===== config.mk =====
export PLATFORM = sky130hd
export DESIGN_NAME = tuner_pll_word_sequencer_flat
export DESIGN_NICKNAME = d
export VERILOG_FILES = /design/src/rtl/tps_pkg.sv /design/src/rtl/tps_if.sv /design/src/rtl/tps_regs.sv /design/src/rtl/tps_front.sv /design/src/rtl/tps_queue.sv /design/src/rtl/tps_back.sv /design/src/rtl/tuner_pll_word_sequencer.sv /design/src/flat_wrapper.sv
export SDC_FILE = /design/constraint.sdc
export NUM_CORES = 1
export LEC_CHECK = 0
export ABC_AREA = 0
export ABC_CLOCK_PERIOD_IN_PS = 9200
export BUFFER_PORTS_ARGS = -buffer_cell sky130_fd_sc_hd__buf_2
export CORE_ASPECT_RATIO = 0.6
export CORE_MARGIN = 2
export CORE_UTILIZATION = 61
export CTS_BUF_LIST = sky130_fd_sc_hd__clkbuf_8
export DETAILED_ROUTE_END_ITERATION = 8
export MAX_ROUTING_LAYER = met4
export PLACE_DENSITY = 0.8
export SETUP_SLACK_MARGIN = 0.15
export SLEW_MARGIN = 0
export SYNTH_ARGS = -nofsm -noshare
export SYNTH_HDL_FRONTEND = slang
export SYNTH_SLANG_ARGS = --single-unit

===== constraint.sdc =====
create_clock -name clk -period 9.2 [get_ports clk]
set_clock_uncertainty 0.15 [all_clocks]
set_input_delay 0.92 -clock clk [delete_from_list [all_inputs] [get_ports clk]]
set_output_delay 0.92 -clock clk [all_outputs]
set_load 0.02 [all_outputs]

===== src/rtl/tps_pkg.sv =====
// ----------------------------------------------------------------------------
// tps_pkg
// Shared types, field widths, codes and decode functions of the tuner PLL
// word sequencer.
// ----------------------------------------------------------------------------
package tps_pkg;

    localparam int FREQ_W   = 22;
    localparam int RATE_W   = 26;
    localparam int ADDR_W   = 7;
    localparam int BYTE_W   = 8;
    localparam int MSG_W    = 2;
    localparam int DIV_W    = 13;
    localparam int CODE_W   = 4;
    localparam int BAND_W   = 3;
    localparam int PADDR_W  = 3;
    localparam int PDATA_W  = 32;

    localparam logic [MSG_W-1:0] MSG_FIRST   = 2'd0;
    localparam logic [MSG_W-1:0] MSG_TRIGGER = 2'd1;
    localparam logic [MSG_W-1:0] MSG_FINAL   = 2'd2;

    localparam logic REG_DEVICE_ADDRESS = 1'b0;
    localparam logic REG_CONTROL_BASE   = 1'b1;

    localparam logic [BYTE_W-1:0] CONTROL_BASE_RESET = 8'hE1;
    localparam logic [BYTE_W-1:0] CONTROL_KEEP_MASK  = 8'hE3;
    localparam logic [BYTE_W-1:0] TM_BIT             = 8'h04;
    localparam logic [BYTE_W-1:0] R3_FIRST_MASK      = 8'hF3;

    typedef struct packed {
        logic [ADDR_W-1:0] device_address;
        logic [BYTE_W-1:0] control_base;
    } tps_cfg_t;

    typedef struct packed {
        logic [DIV_W-1:0]  divider;
        logic [BYTE_W-1:0] r3;
        logic              pd5;
        logic              pd4;
    } tps_job_t;

    function automatic logic [CODE_W-1:0] lpf_code(input logic [RATE_W-1:0] rate);
        logic [CODE_W-1:0] code;
        if (rate >= 26'd39_000_000)      code = 4'd13;
        else if (rate >= 26'd35_000_000) code = 4'd12;
        else if (rate >= 26'd30_000_000) code = 4'd11;
        else if (rate >= 26'd26_000_000) code = 4'd10;
        else if (rate >= 26'd23_000_000) code = 4'd9;
        else if (rate >= 26'd21_000_000) code = 4'd8;
        else if (rate >= 26'd19_000_000) code = 4'd7;
        else if (rate >= 26'd18_000_000) code = 4'd6;
        else if (rate >= 26'd17_000_000) code = 4'd5;
        else if (rate >= 26'd16_000_000) code = 4'd4;
        else                             code = 4'd3;
        return code;
    endfunction

    // Returns the VCO divider bit above the three band bits.
    function automatic logic [BAND_W:0] vco_select(input logic [FREQ_W-1:0] f);
        logic [BAND_W:0] sel;
        if (f < 22'd1_065_000)      sel = {1'b1, 3'd6};
        else if (f < 22'd1_170_000) sel = {1'b1, 3'd7};
        else if (f < 22'd1_300_000) sel = {1'b0, 3'd1};
        else if (f < 22'd1_445_000) sel = {1'b0, 3'd2};
        else if (f < 22'd1_607_000) sel = {1'b0, 3'd3};
        else if (f < 22'd1_778_000) sel = {1'b0, 3'd4};
        else if (f < 22'd1_942_000) sel = {1'b0, 3'd5};
        else                        sel = {1'b0, 3'd6};
        return sel;
    endfunction

endpackage


===== src/rtl/tps_if.sv =====
// ----------------------------------------------------------------------------
// tps_req_if / tps_byte_if
// Valid/ready channels for tuning requests and for emitted bus bytes.
// ----------------------------------------------------------------------------
interface tps_req_if
    import tps_pkg::*;
();
    logic              valid;
    logic              ready;
    logic [FREQ_W-1:0] freq_khz;
    logic [RATE_W-1:0] sym_rate;

    modport source (output valid, freq_khz, sym_rate, input ready);
    modport sink   (input valid, freq_khz, sym_rate, output ready);
endinterface

interface tps_byte_if
    import tps_pkg::*;
();
    logic              valid;
    logic              ready;
    logic [ADDR_W-1:0] bus_address;
    logic [BYTE_W-1:0] data_byte;
    logic [MSG_W-1:0]  message_index;
    logic              message_end;
    logic              last;

    modport source (output valid, bus_address, data_byte, message_index, message_end, last,
                    input ready);
    modport sink   (input valid, bus_address, data_byte, message_index, message_end, last,
                    output ready);
endinterface


===== src/rtl/tps_regs.sv =====
// ----------------------------------------------------------------------------
// tps_regs
// APB-style configuration registers: device address and control base.
// ----------------------------------------------------------------------------
module tps_regs
    import tps_pkg::*;
(
    input  logic               clk,
    input  logic               rst_n,
    input  logic               psel,
    input  logic               penable,
    input  logic               pwrite,
    input  logic [PADDR_W-1:0] paddr,
    input  logic [PDATA_W-1:0] pwdata,
    output logic [PDATA_W-1:0] prdata,
    output logic               pready,
    output tps_cfg_t           cfg
);

    logic [ADDR_W-1:0] dev_addr_reg;
    logic [BYTE_W-1:0] ctrl_base_reg;
    logic              wr_en;
    logic              reg_index;

    assign pready    = 1'b1;
    assign wr_en     = psel & penable & pwrite & pready;
    assign reg_index = paddr[2];

    always_ff @(posedge clk or negedge rst_n)
    begin
        if (!rst_n)
        begin
            dev_addr_reg  <= '0;
            ctrl_base_reg <= CONTROL_BASE_RESET;
        end
        else if (wr_en)
        begin
            unique case (reg_index)
                REG_DEVICE_ADDRESS: dev_addr_reg  <= pwdata[ADDR_W-1:0];
                REG_CONTROL_BASE:   ctrl_base_reg <= pwdata[BYTE_W-1:0];
                default:            ;
            endcase
        end
    end

    always_comb
    begin
        unique case (reg_index)
            REG_DEVICE_ADDRESS: prdata = {{(PDATA_W-ADDR_W){1'b0}}, dev_addr_reg};
            REG_CONTROL_BASE:   prdata = {{(PDATA_W-BYTE_W){1'b0}}, ctrl_base_reg};
            default:            prdata = '0;
        endcase
    end

    assign cfg.device_address = dev_addr_reg;
    assign cfg.control_base   = ctrl_base_reg;

endmodule


===== src/rtl/tps_front.sv =====
// ----------------------------------------------------------------------------
// tps_front
// Accepts requests and classifies them: PLL divider by reciprocal multiply
// with one correction step, VCO band and low-pass filter code.
// ----------------------------------------------------------------------------
module tps_front
    import tps_pkg::*;
#(
    parameter int PLL_STEP_KHZ = 500
)
(
    input  logic     clk,
    input  logic     rst_n,
    tps_req_if.sink  req,
    output logic     push,
    output tps_job_t push_job,
    input  logic     queue_full
);

    localparam logic [31:0]       RECIP = 32'((64'd1 << 32) / PLL_STEP_KHZ);
    localparam logic [FREQ_W-1:0] STEP  = FREQ_W'(PLL_STEP_KHZ);

    logic                   s1_valid_reg;
    logic                   s1_valid_next;
    logic [FREQ_W-1:0]      s1_freq_reg;
    logic [FREQ_W-1:0]      s1_quot_reg;
    logic [BYTE_W-1:0]      s1_r3_reg;
    logic [1:0]             s1_pd45_reg;
    logic [FREQ_W+31:0]     product;
    logic [BAND_W:0]        vco;
    logic [CODE_W-1:0]      code;
    logic [FREQ_W-1:0]      back_prod;
    logic [FREQ_W-1:0]      remainder;
    logic [FREQ_W-1:0]      quotient;
    logic                   accept;

    assign req.ready = !s1_valid_reg || !queue_full;
    assign accept    = req.valid && req.ready;
    assign push      = s1_valid_reg && !queue_full;

    assign product = {32'b0, req.freq_khz} * {{FREQ_W{1'b0}}, RECIP};
    assign vco     = vco_select(req.freq_khz);
    assign code    = lpf_code(req.sym_rate);

    always_comb
    begin
        s1_valid_next = s1_valid_reg;
        if (accept)
            s1_valid_next = 1'b1;
        else if (push)
            s1_valid_next = 1'b0;
    end

    always_ff @(posedge clk or negedge rst_n)
    begin
        if (!rst_n)
            s1_valid_reg <= 1'b0;
        else
            s1_valid_reg <= s1_valid_next;
    end

    always_ff @(posedge clk)
    begin
        if (accept)
        begin
            s1_freq_reg <= req.freq_khz;
            s1_quot_reg <= product[FREQ_W+31:32];
            s1_r3_reg   <= {vco[BAND_W-1:0], 1'b0, code[2], code[3], vco[BAND_W], 1'b0};
            s1_pd45_reg <= {code[0], code[1]};
        end
    end

    assign back_prod = s1_quot_reg * STEP;
    assign remainder = s1_freq_reg - back_prod;
    assign quotient  = (remainder >= STEP) ? s1_quot_reg + 1'b1 : s1_quot_reg;

    assign push_job.divider = quotient[DIV_W-1:0];
    assign push_job.r3      = s1_r3_reg;
    assign push_job.pd5     = s1_pd45_reg[1];
    assign push_job.pd4     = s1_pd45_reg[0];

endmodule


===== src/rtl/tps_queue.sv =====
// ----------------------------------------------------------------------------
// tps_queue
// Short first-in first-out queue of classified requests between the front
// and back parts.
// ----------------------------------------------------------------------------
module tps_queue
    import tps_pkg::*;
#(
    parameter int DEPTH = 4
)
(
    input  logic     clk,
    input  logic     rst_n,
    input  logic     push,
    input  tps_job_t push_job,
    input  logic     pop,
    output tps_job_t head,
    output logic     full,
    output logic     empty
);

    localparam int PTR_W = (DEPTH > 1) ? $clog2(DEPTH) : 1;
    localparam int CNT_W = $clog2(DEPTH + 1);
    localparam logic [PTR_W-1:0] PTR_LAST = PTR_W'(DEPTH - 1);
    localparam logic [CNT_W-1:0] CNT_FULL = CNT_W'(DEPTH);

    tps_job_t         mem [DEPTH];
    logic [PTR_W-1:0] wr_ptr_reg;
    logic [PTR_W-1:0] wr_ptr_next;
    logic [PTR_W-1:0] rd_ptr_reg;
    logic [PTR_W-1:0] rd_ptr_next;
    logic [CNT_W-1:0] count_reg;
    logic [CNT_W-1:0] count_next;

    assign full  = (count_reg == CNT_FULL);
    assign empty = (count_reg == '0);
    assign head  = mem[rd_ptr_reg];

    always_comb
    begin
        wr_ptr_next = wr_ptr_reg;
        rd_ptr_next = rd_ptr_reg;
        count_next  = count_reg;
        if (push)
            wr_ptr_next = (wr_ptr_reg == PTR_LAST) ? '0 : wr_ptr_reg + 1'b1;
        if (pop)
            rd_ptr_next = (rd_ptr_reg == PTR_LAST) ? '0 : rd_ptr_reg + 1'b1;
        if (push && !pop)
            count_next = count_reg + 1'b1;
        else if (pop && !push)
            count_next = count_reg - 1'b1;
    end

    always_ff @(posedge clk or negedge rst_n)
    begin
        if (!rst_n)
        begin
            wr_ptr_reg <= '0;
            rd_ptr_reg <= '0;
            count_reg  <= '0;
        end
        else
        begin
            wr_ptr_reg <= wr_ptr_next;
            rd_ptr_reg <= rd_ptr_next;
            count_reg  <= count_next;
        end
    end

    always_ff @(posedge clk)
    begin
        if (push)
            mem[wr_ptr_reg] <= push_job;
    end

endmodule


===== src/rtl/tps_back.sv =====
// ----------------------------------------------------------------------------
// tps_back
// Steps through the seven bytes of the three-message write sequence for the
// request at the head of the queue, one byte per cycle into an output register while rsp does not stall.
// ----------------------------------------------------------------------------
module tps_back
    import tps_pkg::*;
(
    input  logic      clk,
    input  logic      rst_n,
    input  tps_cfg_t  cfg,
    input  tps_job_t  head,
    input  logic      empty,
    output logic      pop,
    tps_byte_if.source rsp
);

    localparam logic [2:0] BYTE_DIV_HI    = 3'd0;
    localparam logic [2:0] BYTE_DIV_LO    = 3'd1;
    localparam logic [2:0] BYTE_CTRL      = 3'd2;
    localparam logic [2:0] BYTE_R3_FIRST  = 3'd3;
    localparam logic [2:0] BYTE_TRIGGER   = 3'd4;
    localparam logic [2:0] BYTE_CTRL_FULL = 3'd5;
    localparam logic [2:0] BYTE_R3_FINAL  = 3'd6;

    logic [2:0]        cnt_reg;
    logic [2:0]        cnt_next;
    logic              out_valid_reg;
    logic              out_valid_next;
    logic [ADDR_W-1:0] addr_reg;
    logic [BYTE_W-1:0] data_reg;
    logic [MSG_W-1:0]  msg_reg;
    logic              end_reg;
    logic              last_reg;
    logic              load;
    logic [BYTE_W-1:0] r2_base;
    logic [BYTE_W-1:0] data_sel;
    logic [MSG_W-1:0]  msg_sel;
    logic              end_sel;

    assign load    = !empty && (!out_valid_reg || rsp.ready);
    assign pop     = load && (cnt_reg == BYTE_R3_FINAL);
    assign r2_base = cfg.control_base & CONTROL_KEEP_MASK;

    always_comb
    begin
        unique case (cnt_reg)
            BYTE_DIV_HI:
            begin
                data_sel = {3'b0, head.divider[DIV_W-1:8]};
                msg_sel  = MSG_FIRST;
                end_sel  = 1'b0;
            end
            BYTE_DIV_LO:
            begin
                data_sel = head.divider[7:0];
                msg_sel  = MSG_FIRST;
                end_sel  = 1'b0;
            end
            BYTE_CTRL:
            begin
                data_sel = r2_base;
                msg_sel  = MSG_FIRST;
                end_sel  = 1'b0;
            end
            BYTE_R3_FIRST:
            begin
                data_sel = head.r3 & R3_FIRST_MASK;
                msg_sel  = MSG_FIRST;
                end_sel  = 1'b1;
            end
            BYTE_TRIGGER:
            begin
                data_sel = r2_base | TM_BIT;
                msg_sel  = MSG_TRIGGER;
                end_sel  = 1'b1;
            end
            BYTE_CTRL_FULL:
            begin
                data_sel = r2_base | TM_BIT | {3'b0, head.pd5, head.pd4, 3'b0};
                msg_sel  = MSG_FINAL;
                end_sel  = 1'b0;
            end
            default:
            begin
                data_sel = head.r3;
                msg_sel  = MSG_FINAL;
                end_sel  = 1'b1;
            end
        endcase
    end

    always_comb
    begin
        cnt_next       = cnt_reg;
        out_valid_next = out_valid_reg;
        if (load)
        begin
            out_valid_next = 1'b1;
            cnt_next       = (cnt_reg == BYTE_R3_FINAL) ? BYTE_DIV_HI : cnt_reg + 1'b1;
        end
        else if (rsp.ready)
            out_valid_next = 1'b0;
    end

    always_ff @(posedge clk or negedge rst_n)
    begin
        if (!rst_n)
        begin
            cnt_reg       <= BYTE_DIV_HI;
            out_valid_reg <= 1'b0;
        end
        else
        begin
            cnt_reg       <= cnt_next;
            out_valid_reg <= out_valid_next;
        end
    end

    always_ff @(posedge clk)
    begin
        if (load)
        begin
            addr_reg <= cfg.device_address;
            data_reg <= data_sel;
            msg_reg  <= msg_sel;
            end_reg  <= end_sel;
            last_reg <= (cnt_reg == BYTE_R3_FINAL);
        end
    end

    assign rsp.valid         = out_valid_reg;
    assign rsp.bus_address   = addr_reg;
    assign rsp.data_byte     = data_reg;
    assign rsp.message_index = msg_reg;
    assign rsp.message_end   = end_reg;
    assign rsp.last          = last_reg;

endmodule


===== src/rtl/tuner_pll_word_sequencer.sv =====
// ----------------------------------------------------------------------------
// tuner_pll_word_sequencer
// Turns a tuning request into the seven-byte tuner register write sequence.
// ----------------------------------------------------------------------------
// Usage:
// A request (freq_khz, sym_rate) enters on the req channel; each request
// yields seven bus bytes on the rsp channel, tagged with the device address,
// the message index, an end-of-message flag and a flag on the seventh byte.
// The device address and control base are written through the APB port, by the
// user only while no request is in flight; the block itself does not enforce it.
// The first byte of a request passes the divider stage register and the queue
// before the output register presents it. Bytes then follow one per cycle while
// rsp does not stall; the byte sequencer that drives the single output register
// sets the pace of a steady stream of requests, which wait in the queue meanwhile.
// The front part takes a new request every cycle until the queue fills, so a
// stall on rsp holds the output register and backs up into the queue before
// req.ready falls.
// Reset empties the pipeline and queue and restores the register defaults.
// ----------------------------------------------------------------------------
module tuner_pll_word_sequencer
    import tps_pkg::*;
#(
    parameter int PLL_STEP_KHZ = 500,
    parameter int QUEUE_DEPTH  = 4
)
(
    input  logic               clk,
    input  logic               rst_n,
    tps_req_if.sink            req,
    tps_byte_if.source         rsp,
    input  logic               psel,
    input  logic               penable,
    input  logic               pwrite,
    input  logic [PADDR_W-1:0] paddr,
    input  logic [PDATA_W-1:0] pwdata,
    output logic [PDATA_W-1:0] prdata,
    output logic               pready
);

    tps_cfg_t cfg;
    tps_job_t push_job;
    tps_job_t head;
    logic     push;
    logic     pop;
    logic     full;
    logic     empty;

    tps_regs u_regs (
        .clk     (clk),
        .rst_n   (rst_n),
        .psel    (psel),
        .penable (penable),
        .pwrite  (pwrite),
        .paddr   (paddr),
        .pwdata  (pwdata),
        .prdata  (prdata),
        .pready  (pready),
        .cfg     (cfg)
    );

    tps_front #(
        .PLL_STEP_KHZ (PLL_STEP_KHZ)
    ) u_front (
        .clk        (clk),
        .rst_n      (rst_n),
        .req        (req),
        .push       (push),
        .push_job   (push_job),
        .queue_full (full)
    );

    tps_queue #(
        .DEPTH (QUEUE_DEPTH)
    ) u_queue (
        .clk      (clk),
        .rst_n    (rst_n),
        .push     (push),
        .push_job (push_job),
        .pop      (pop),
        .head     (head),
        .full     (full),
        .empty    (empty)
    );

    tps_back u_back (
        .clk   (clk),
        .rst_n (rst_n),
        .cfg   (cfg),
        .head  (head),
        .empty (empty),
        .pop   (pop),
        .rsp   (rsp)
    );

endmodule


===== src/flat_wrapper.sv =====
// flat-port wrapper written by rule: the top's interface ports become plain ports
module tuner_pll_word_sequencer_flat import tps_pkg::*;
#(
    parameter int PLL_STEP_KHZ = 500,
    parameter int QUEUE_DEPTH  = 4
)
  (clk, rst_n, psel, penable, pwrite, paddr, pwdata, prdata, pready, req_valid, req_freq_khz, req_sym_rate, req_ready, rsp_valid, rsp_bus_address, rsp_data_byte, rsp_message_index, rsp_message_end, rsp_last, rsp_ready);
  tps_req_if req_i ();
  tps_byte_if rsp_i ();
  input  logic clk;
  input  logic rst_n;
  input  logic psel;
  input  logic penable;
  input  logic pwrite;
  input  logic [PADDR_W-1:0] paddr;
  input  logic [PDATA_W-1:0] pwdata;
  output logic [PDATA_W-1:0] prdata;
  output logic pready;
  input wire logic [$bits(req_i.valid)-1:0] req_valid;
  input wire logic [$bits(req_i.freq_khz)-1:0] req_freq_khz;
  input wire logic [$bits(req_i.sym_rate)-1:0] req_sym_rate;
  output wire logic [$bits(req_i.ready)-1:0] req_ready;
  output wire logic [$bits(rsp_i.valid)-1:0] rsp_valid;
  output wire logic [$bits(rsp_i.bus_address)-1:0] rsp_bus_address;
  output wire logic [$bits(rsp_i.data_byte)-1:0] rsp_data_byte;
  output wire logic [$bits(rsp_i.message_index)-1:0] rsp_message_index;
  output wire logic [$bits(rsp_i.message_end)-1:0] rsp_message_end;
  output wire logic [$bits(rsp_i.last)-1:0] rsp_last;
  input wire logic [$bits(rsp_i.ready)-1:0] rsp_ready;
  assign req_i.valid = req_valid;
  assign req_i.freq_khz = req_freq_khz;
  assign req_i.sym_rate = req_sym_rate;
  assign req_ready = req_i.ready;
  assign rsp_valid = rsp_i.valid;
  assign rsp_bus_address = rsp_i.bus_address;
  assign rsp_data_byte = rsp_i.data_byte;
  assign rsp_message_index = rsp_i.message_index;
  assign rsp_message_end = rsp_i.message_end;
  assign rsp_last = rsp_i.last;
  assign rsp_i.ready = rsp_ready;
  tuner_pll_word_sequencer #(.PLL_STEP_KHZ(PLL_STEP_KHZ), .QUEUE_DEPTH(QUEUE_DEPTH)) u_core (.clk(clk), .rst_n(rst_n), .req(req_i), .rsp(rsp_i), .psel(psel), .penable(penable), .pwrite(pwrite), .paddr(paddr), .pwdata(pwdata), .prdata(prdata), .pready(pready));
endmodule

==> results of run 1 <==
[per-layer routing]
| layer | GRT usage, % | share of wire [%] | routed length, um |
|---|---|---|---|
| met1 | 45.5 | 46 | 20300 |
| met2 | 40.3 | 42 | 18200 |
| met3 | 7.45 | 11 | 4840 |
| met4 | 5.09 | 1.0 | 444 |
| met5 | - | 0 | 0 |
[cell usage in the layout, fill, tap and decap left out, types with 5 or more instances in the layout]
master    instances
dfrtp_1          23
a211oi_1          8
o31a_1            5
nand4_1          14
o21ai_0          46
nor2_1           55
or2_2             6
nand3_1          17
and3_1            5
mux4_2           21
o21bai_1          8
nor2b_1           9
fa_1            181
a31oi_1          10
nand2_1          69
xnor2_1          33
buf_2            86
o211ai_1          5
conb_1           25
nor3_1           20
o21a_1           15
mux2_2           26
a211o_1           5
a21o_1           19
xor2_1           18
inv_1           340
edfxtp_1        145
and2_1           10
nand2b_1         12
ha_1            317
a21oi_1          73
clkbuf_8         20
a41oi_1           5
[through the flow]
step	hold slack, ps	utilization [%]	std cells	area (sq um)	worst slack (ps)
2_1_floorplan	287	-	1683	18500	2250
3_3_place_gp	294	64.3	2131	19100	1100
3_5_place_dp	308	64.3	2131	19100	972
4_1_cts	309	65.8	2163	19600	880
5_1_grt	341	65.8	2163	19600	325
6_report	308	65.8	2163	19600	701
[worst max-delay path, delay by kind of cell (launching register included)]
| family | cells | cell delay, ps |
|---|---|---|
| fa+ha+maj | 6 | 2560 |
| buf+inv | 3 | 190 |
| simple gates | 7 | 1850 |
| compound gates | 8 | 1820 |
| xor+xnor | 4 | 1030 |
| flops | 1 | 610 |
[final timing paths]
| check | start | end | cells after the start |
|---|---|---|---|
| worst min register to register | u_core.u_regs.dev_addr_reg[3] | u_core.u_back.rsp.bus_address[3] | 0 |
| worst max-delay path | u_core.u_front.s1_quot_reg[0] | u_core.u_queue.mem[3][12] | 28 |
| worst min-delay path | rst_n | u_core.u_regs.ctrl_base_reg[2] | 1 |
| worst max register to register | u_core.u_front.s1_quot_reg[0] | u_core.u_queue.mem[3][12] | 28 |
| min in group clk | u_core.u_regs.dev_addr_reg[3] | u_core.u_back.rsp.bus_address[3] | 0 |
| max in group asynchronous | rst_n | u_core.u_queue.wr_ptr_reg[1] | 1 |
[area by class of cell]
class                   instances  area (sq um)  area share (%)
clock inverters                12           183           0.932
flip-flops and latches        172          5030            25.7
well taps                     408           510            2.60
multi-input cells            1124         11900            60.6
inverters                     339          1270            6.49
repair buffers                 88           445            2.27
clock buffers                  20           275            1.40
[cell families after synthesis]
group	Yosys count
multiplexers	49
AO/OA/AOI/OAI	256
adder cells (fa/ha/maj)	498
buffers and inverters	387
other	2
flip-flops	172
AND/OR/NAND/NOR	244
XOR/XNOR	52
==> metrics.txt, run 1 <==
outcome completed; Worst-Skew Late Latency 470 ps; clock tree root driver cell clkbuf_8; area delta synth->final 6.66%; total number of clock tree sinks 172; Post-Synthesis Mean Instance Area 11.1 sq um; unrepaired setup endpoints after global routing no; post-cts gate resize count 0; fraction of the mapped netlist area in compound gates 9.32%; TritonCTS clock tree yes; post-cts hold buffer count 0; synthesized instance count 1660; number of nets at the end of the flow 2330; clock-pin slew reported for the worst setup and hold paths after clock tree synthesis 90 ps; number of I/O pins 144; data arrival time at the worst-slack endpoint 8540 ps; setup-violating endpoint count in the final report 0; slew margin rel. 19.0%; die area 0.0316 sq mm; post-route antenna net violation count 0; Antenna Diode Count 0; DRC viols 0; row count 49; Pins Over Slew Limit 0; commonest cells in the synthesized netlist inv_1 (339), ha_1 (317), fa_1 (181); fin crit period 8500 ps; Critical Path Slowest Stage Cell nor4_4; launching element type of the critical path flop; chip height 138 um; Crit Path Category flop to flop; number of buffers inserted during clock tree synthesis 17; GRT Residual Overflow 0; fraction of layout cells with a size suffix above 1 10.9%; global-route wire length before repair 70.7 mm; GRT Overall Usage 29.7%; pin count of the biggest net entering global routing 43; maximum fanout along the worst path 13; classification of the worst-slack hold path input pin to async pin; count of unique library cells instantiated by Yosys 80; number of synthesized flops with an enable pin 145; Port-buffer cells 86; flip-flop count of the largest register after layout 84; clk buf depth 2; mux contribution to synthesized area 4.28%; actual slew at the worst max-slew pin 1210 ps; top cell type by total area after synthesis edfxtp_1; total count of hold-check failures in the final report 0; aggregate negative setup slack 0 ps; Die X-Extent 228 um; ratio of final minimum period to clock period 92.4%; DRT iter0 DRCs 1538; drt first pass iters 5; max cap viols 0; fill cell instance count of the final layout 2252; antenna violations before repair 0; combinational family with the most area after synthesis adder cells; starting density of the core 61.7%; Synth Area in XOR/XNOR 2.55%; element type at the critical path end flop; Placeable Area 0.0298 sq mm; vias in the first global route 13.0k; synthesized cell area 0.0184 sq mm; via count 12.8k; RePlAce Congestion 0.977; stage delay of the slowest cell on the critical path 770 ps; post-DP HPWL 35.7 mm; internal reg-to-reg setup slack 700 ps; largest cells by area after synthesis edfxtp_1 (24%), ha_1 (22%), fa_1 (20%), inv_1 (6.9%), dfrtp_1 (3.1%); area share of the largest cell type after synthesis 23.7%; fmax 118 MHz; data required time of the worst path 9240 ps; number of register bits inferred by synthesis 172; top flip-flop cell by instance count after synthesis edfxtp_1; sequential share of the synthesized area 27.4%; Async SR Flop Fraction 15.7%; final wirelength 43.8 mm; adder and majority cell fraction of the synthesized area 41.3%; Synth Warn # 0; average routed wire per standard cell 20.2 um; CTS H-tree lvls 4; most frequently used cell type in the post-synthesis netlist inv_1; setup bufs post-CTS 0; simple-gate share of the synthesized area 6.68%; per-cell via count in the routed design 5.91
Power of run 1 is left out: the tool's default activity adds up to more than one toggle a clock period on the data nets, which glitch-free logic cannot reach.
==> inputs of run 2 (changes only) <==
--- a/config.mk
+++ b/config.mk
@@ -6,7 +6,7 @@
 export NUM_CORES = 1
 export LEC_CHECK = 0
 export ABC_AREA = 0
-export ABC_CLOCK_PERIOD_IN_PS = 9200
+export ABC_CLOCK_PERIOD_IN_PS = 8910
 export BUFFER_PORTS_ARGS = -buffer_cell sky130_fd_sc_hd__buf_2
 export CORE_ASPECT_RATIO = 0.6
 export CORE_MARGIN = 2
==> constraint.sdc (replaced) <==
create_clock -name clk -period 8.91 [get_ports clk]
set_clock_uncertainty 0.15 [all_clocks]
set_input_delay 0.891 -clock clk [delete_from_list [all_inputs] [get_ports clk]]
set_output_delay 0.891 -clock clk [all_outputs]
set_load 0.02 [all_outputs]
==> run 2 against run 1 <==
  * Highest routed layer unchanged
  * First-iteration DRC count down 22%
  * Final area down 0.21%
  * Register-to-register slack worse by 110 ps
  * Die area unchanged
  * Worst setup slack worse by 110 ps
  * Global-route usage down 0.77 points
  * Hold slack worse by 25 ps
==> metrics.txt, run 2 (same netlist as run 1, synthesis figures left out) <==
setup-violating endpoint count in the final report 0; Pins Over Slew Limit 0; total count of hold-check failures in the final report 0; Antenna Diode Count 0; worst setup path end u_core.u_queue.mem[0][20]; classification of the worst-slack hold path input pin to async pin; per-cell via count in the routed design 5.81; sum of buffers and inverters on the critical path 4; pin count of the biggest net entering global routing 43; routing usage on met3 6.15%; GRT Overall Usage 29.0%; post-DP HPWL 34.7 mm; slew margin rel. 23.3%; startpoint of the worst register-to-register path u_core.u_front.s1_quot_reg[2]; clock-pin slew reported for the worst setup and hold paths after clock tree synthesis 100 ps; fraction of layout cells with a size suffix above 1 11.0%; fin crit period 8320 ps; Final Util 65.7%; maximum fanout along the worst path 10; stage delay of the slowest cell on the critical path 670 ps; post-route antenna net violation count 0; max cap viols 0; Worst-Skew Late Latency 460 ps; area delta synth->final 6.43%; commonest non-fill, non-tap cells in the layout inv_1 (340), ha_1 (317), fa_1 (181); Port-buffer cells 86; met2 capacity usage during global routing 39.0%; global-route wire length before repair 68.6 mm; r2r worst-path depth 29; row count 49; average routed wire per standard cell 19.7 um; launching element type of the critical path flop; Critical Path Slowest Stage Cell fa_1; chip height 138 um; DRC viols 0; number of I/O pins 144; internal reg-to-reg setup slack 590 ps; number of nets at the end of the flow 2333; Inst Count DP 2134; outcome completed; unrepaired setup endpoints after global routing no; total number of clock tree sinks 172; via count 12.6k; commonest non-fill, non-tap cell in the layout inv_1; Crit Path Category flop to flop; GRT Residual Overflow 0; Die X-Extent 228 um; data arrival time at the worst-slack endpoint 8400 ps; TritonCTS clock tree yes; setup bufs post-CTS 0; Reg2Reg Capture Point u_core.u_queue.mem[0][20]; launch point of the worst path u_core.u_front.s1_quot_reg[2]; clock tree root driver cell clkbuf_8; Levels on crit path 29; fmax 120 MHz; drt first pass iters 8; number of buffers inserted during clock tree synthesis 17; CTS H-tree lvls 4; DRT iter0 DRCs 1195; clk buf depth 2; antenna violations before repair 0; actual slew at the worst max-slew pin 1150 ps; flip-flop count of the largest register after layout 84; most heavily used metal layer in global routing met1; post-cts hold buffer count 0; aggregate negative setup slack 0 ps; final standard cell count with taps included and fillers excluded 2166; vias in the first global route 12.6k; element type at the critical path end flop; kind of cell adding the most delay to the critical path adder cells; data required time of the worst path 8990 ps; ratio of final minimum period to clock period 93.4%; final wirelength 42.6 mm; post-cts gate resize count 0; die area 0.0316 sq mm; Placeable Area 0.0298 sq mm; RePlAce Congestion 1.01; starting density of the core 61.7%; met1 global-route usage 45.8%
-- run 2: area by class of cell --
class | count | area (sq um)
fillers | 2291 | 10200
multi-input cells | 1124 | 11900
well taps | 408 | 510
clock buffers | 17 | 234
clock inverters | 15 | 160
flip-flops and latches | 172 | 5030
inverters | 339 | 1270
repair buffers | 91 | 468
-- run 2: per-stage QoR --
| stage | worst slack (ps) | hold slack (ps) | instance area [sq um] |
|---|---|---|---|
| finish | 590 | 283 | 19600 |
| global route | 209 | 309 | 19600 |
| CTS | 794 | 293 | 19600 |
| detailed placement | 763 | 303 | 19200 |
| global placement | 833 | 295 | 19200 |
| floorplan | 1990 | 287 | 18500 |
-- run 2: worst min path at each step --
stage,cells after the start,end,startpoint
3_3_place_gp,0,u_core.u_back.rsp.bus_address[0],u_core.u_regs.dev_addr_reg[0]
6_report,1,u_core.u_regs.dev_addr_reg[4],rst_n
4_1_cts,1,u_core.u_regs.dev_addr_reg[4],rst_n
3_5_place_dp,0,u_core.u_back.rsp.bus_address[3],u_core.u_regs.dev_addr_reg[3]
5_1_grt,1,u_core.u_regs.dev_addr_reg[4],rst_n
2_1_floorplan,0,u_core.u_back.rsp.bus_address[0],u_core.u_regs.dev_addr_reg[0]
-- run 2: routing by layer --
metal  vias up  part of all wire (%)
li1       5810                     -
met1      6204                    49
met2       538                    40
met3        42                    10
met4         0                  0.81
met5         -                     0
Power of run 2 is left out for the same reason.
==> inputs of run 3 (changes only) <==
--- a/config.mk
+++ b/config.mk
@@ -10,11 +10,11 @@
 export BUFFER_PORTS_ARGS = -buffer_cell sky130_fd_sc_hd__buf_2
 export CORE_ASPECT_RATIO = 0.6
 export CORE_MARGIN = 2
-export CORE_UTILIZATION = 61
+export CORE_UTILIZATION = 45
 export CTS_BUF_LIST = sky130_fd_sc_hd__clkbuf_8
 export DETAILED_ROUTE_END_ITERATION = 8
 export MAX_ROUTING_LAYER = met4
-export PLACE_DENSITY = 0.8
+export PLACE_DENSITY = 0.62
 export SETUP_SLACK_MARGIN = 0.15
 export SLEW_MARGIN = 0
 export SYNTH_ARGS = -nofsm -noshare
==> run 3 against run 2 <==
  * Final area increased by 0.70%
  * Critical path depth decreased by 3
  * Hold slack got worse by 16 ps
  * Wire length decreased by 0.94%
  * Die area increased by 35%
  * Non-clock buffer count increased by 2
  * Sequential share of layout area decreased by 0.18 points
  * Core utilization decreased by 17 points
  * Count of clock-buffer cells in the layout unchanged
  * Via count decreased by 3.0%
  * Global-route usage decreased by 7.5 points
==> metrics.txt, run 3 (same netlist as run 1, synthesis figures left out) <==
outcome completed; data arrival time at the worst-slack endpoint 8370 ps; ratio of final minimum period to clock period 92.7%; DRT iter0 DRCs 1083; Reg2Reg Capture Point u_core.u_queue.mem[1][13]; post-cts gate resize count 0; Crit Path Category flop to flop; post-DP HPWL 35.1 mm; setup bufs post-CTS 0; clock-pin slew reported for the worst setup and hold paths after clock tree synthesis 100 ps; via count 12.2k; commonest non-fill, non-tap cell in the layout inv_1; post-route antenna net violation count 0; actual slew at the worst max-slew pin 1190 ps; maximum fanout along the worst path 13; startpoint of the worst register-to-register path u_core.u_front.s1_quot_reg[2]; global-route wire length before repair 68.3 mm; classification of the worst-slack hold path input pin to async pin; setup-violating endpoint count in the final report 0; drt first pass iters 5; slew margin rel. 20.6%; element type at the critical path end flop; clock tree root driver cell clkbuf_8; Multi-input gate area 0.0119 sq mm; row count 57; commonest non-fill, non-tap cells in the layout inv_1 (340), ha_1 (317), fa_1 (181); GRT Residual Overflow 0; Die X-Extent 265 um; post-cts hold buffer count 0; GRT Overall Usage 21.5%; total count of hold-check failures in the final report 0; final wirelength 42.2 mm; number of nets at the end of the flow 2335; r2r worst-path depth 26; area delta synth->final 7.17%; flip-flop count of the largest register after layout 84; number of I/O pins 144; Antenna Diode Count 0; RePlAce Congestion 0.916; vias in the first global route 12.2k; per-cell via count in the routed design 5.33; DRC viols 0; Port-buffer cells 86; average routed wire per standard cell 18.4 um; fill cell instance count of the final layout 3660; CTS H-tree lvls 4; internal reg-to-reg setup slack 650 ps; launching element type of the critical path flop; clk buf depth 2; number of buffers inserted during clock tree synthesis 17; fmax 121 MHz; Placeable Area 0.0404 sq mm; die area 0.0425 sq mm; fraction of layout cells with a size suffix above 1 11.1%; pin count of the biggest net entering global routing 43; total number of clock tree sinks 172; Worst-Skew Late Latency 480 ps; unrepaired setup endpoints after global routing no; starting density of the core 45.5%; fin crit period 8260 ps; combined flip-flop and latch cell area 0.00503 sq mm; chip height 161 um; aggregate negative setup slack 0 ps; TritonCTS clock tree yes; antenna violations before repair 1; Pins Over Slew Limit 0; max cap viols 0; data required time of the worst path 9020 ps
==> run 3: how the worst max path moves through the flow <==
stage	startpoint	endpoint	slack [ps]	cells past startpoint
floorplan	req_freq_khz[15]	u_core.u_front.s1_quot_reg[13]	1990	19
global placement	req_freq_khz[16]	u_core.u_front.s1_quot_reg[13]	880	22
detailed placement	u_core.u_front.s1_quot_reg[2]	u_core.u_queue.mem[0][13]	770	26
CTS	u_core.u_front.s1_quot_reg[2]	u_core.u_queue.mem[2][13]	700	26
global route	u_core.u_front.s1_quot_reg[2]	u_core.u_queue.mem[3][20]	230	28
finish	u_core.u_front.s1_quot_reg[2]	u_core.u_queue.mem[1][13]	650	26
==> run 3: cell type report <==
cell class / count / share of cell area [%]
flip-flops and latches: 172 / 25.6
repair buffers: 93 / 2.45
inverters: 339 / 6.46
well taps: 531 / 3.37
clock buffers: 17 / 1.19
clock inverters: 15 / 0.648
multi-input cells: 1124 / 60.3
==> run 3: metal layers <==
layer / wire [um] / global-route usage (%)
met2: 16000 / 26.7
met5: 0 / -
met4: 314 / 3.29
met3: 2840 / 3.88
met1: 23000 / 35.7
==> run 3: critical path, cell delays in order, from the launching register on <==
cell and delay [ps]:
edfxtp_1 720, inv_1 200, fa_1 600, fa_1 450, fa_1 540, inv_1 60
fa_1 450, ha_1 360, o21a_1 130, o31a_1 130, or4_1 440, a31oi_2 300
o21ai_1 200, a21o_1 220, a21oi_1 160, xor2_1 90, ha_1 220, xor2_1 160
o21ai_0 270, o211ai_1 160, a21oi_1 210, o2111ai_1 150, nor3_1 230, nand3_1 160
nor4_4 740, nor3_1 140, xnor2_1 370
==> run 3: through the flow <==
stage	instances	hold WS [ps]	setup slack [ps]	instance area (sq um)	util, %
after floorplan	1683	287	1990	18500	-
after global placement	2259	299	880	19300	47.9
after detailed placement	2259	310	771	19300	47.9
after CTS	2291	263	703	19700	48.8
after global routing	2291	291	227	19700	48.8
final	2291	267	652	19700	48.8
Power of run 3 is left out for the same reason.
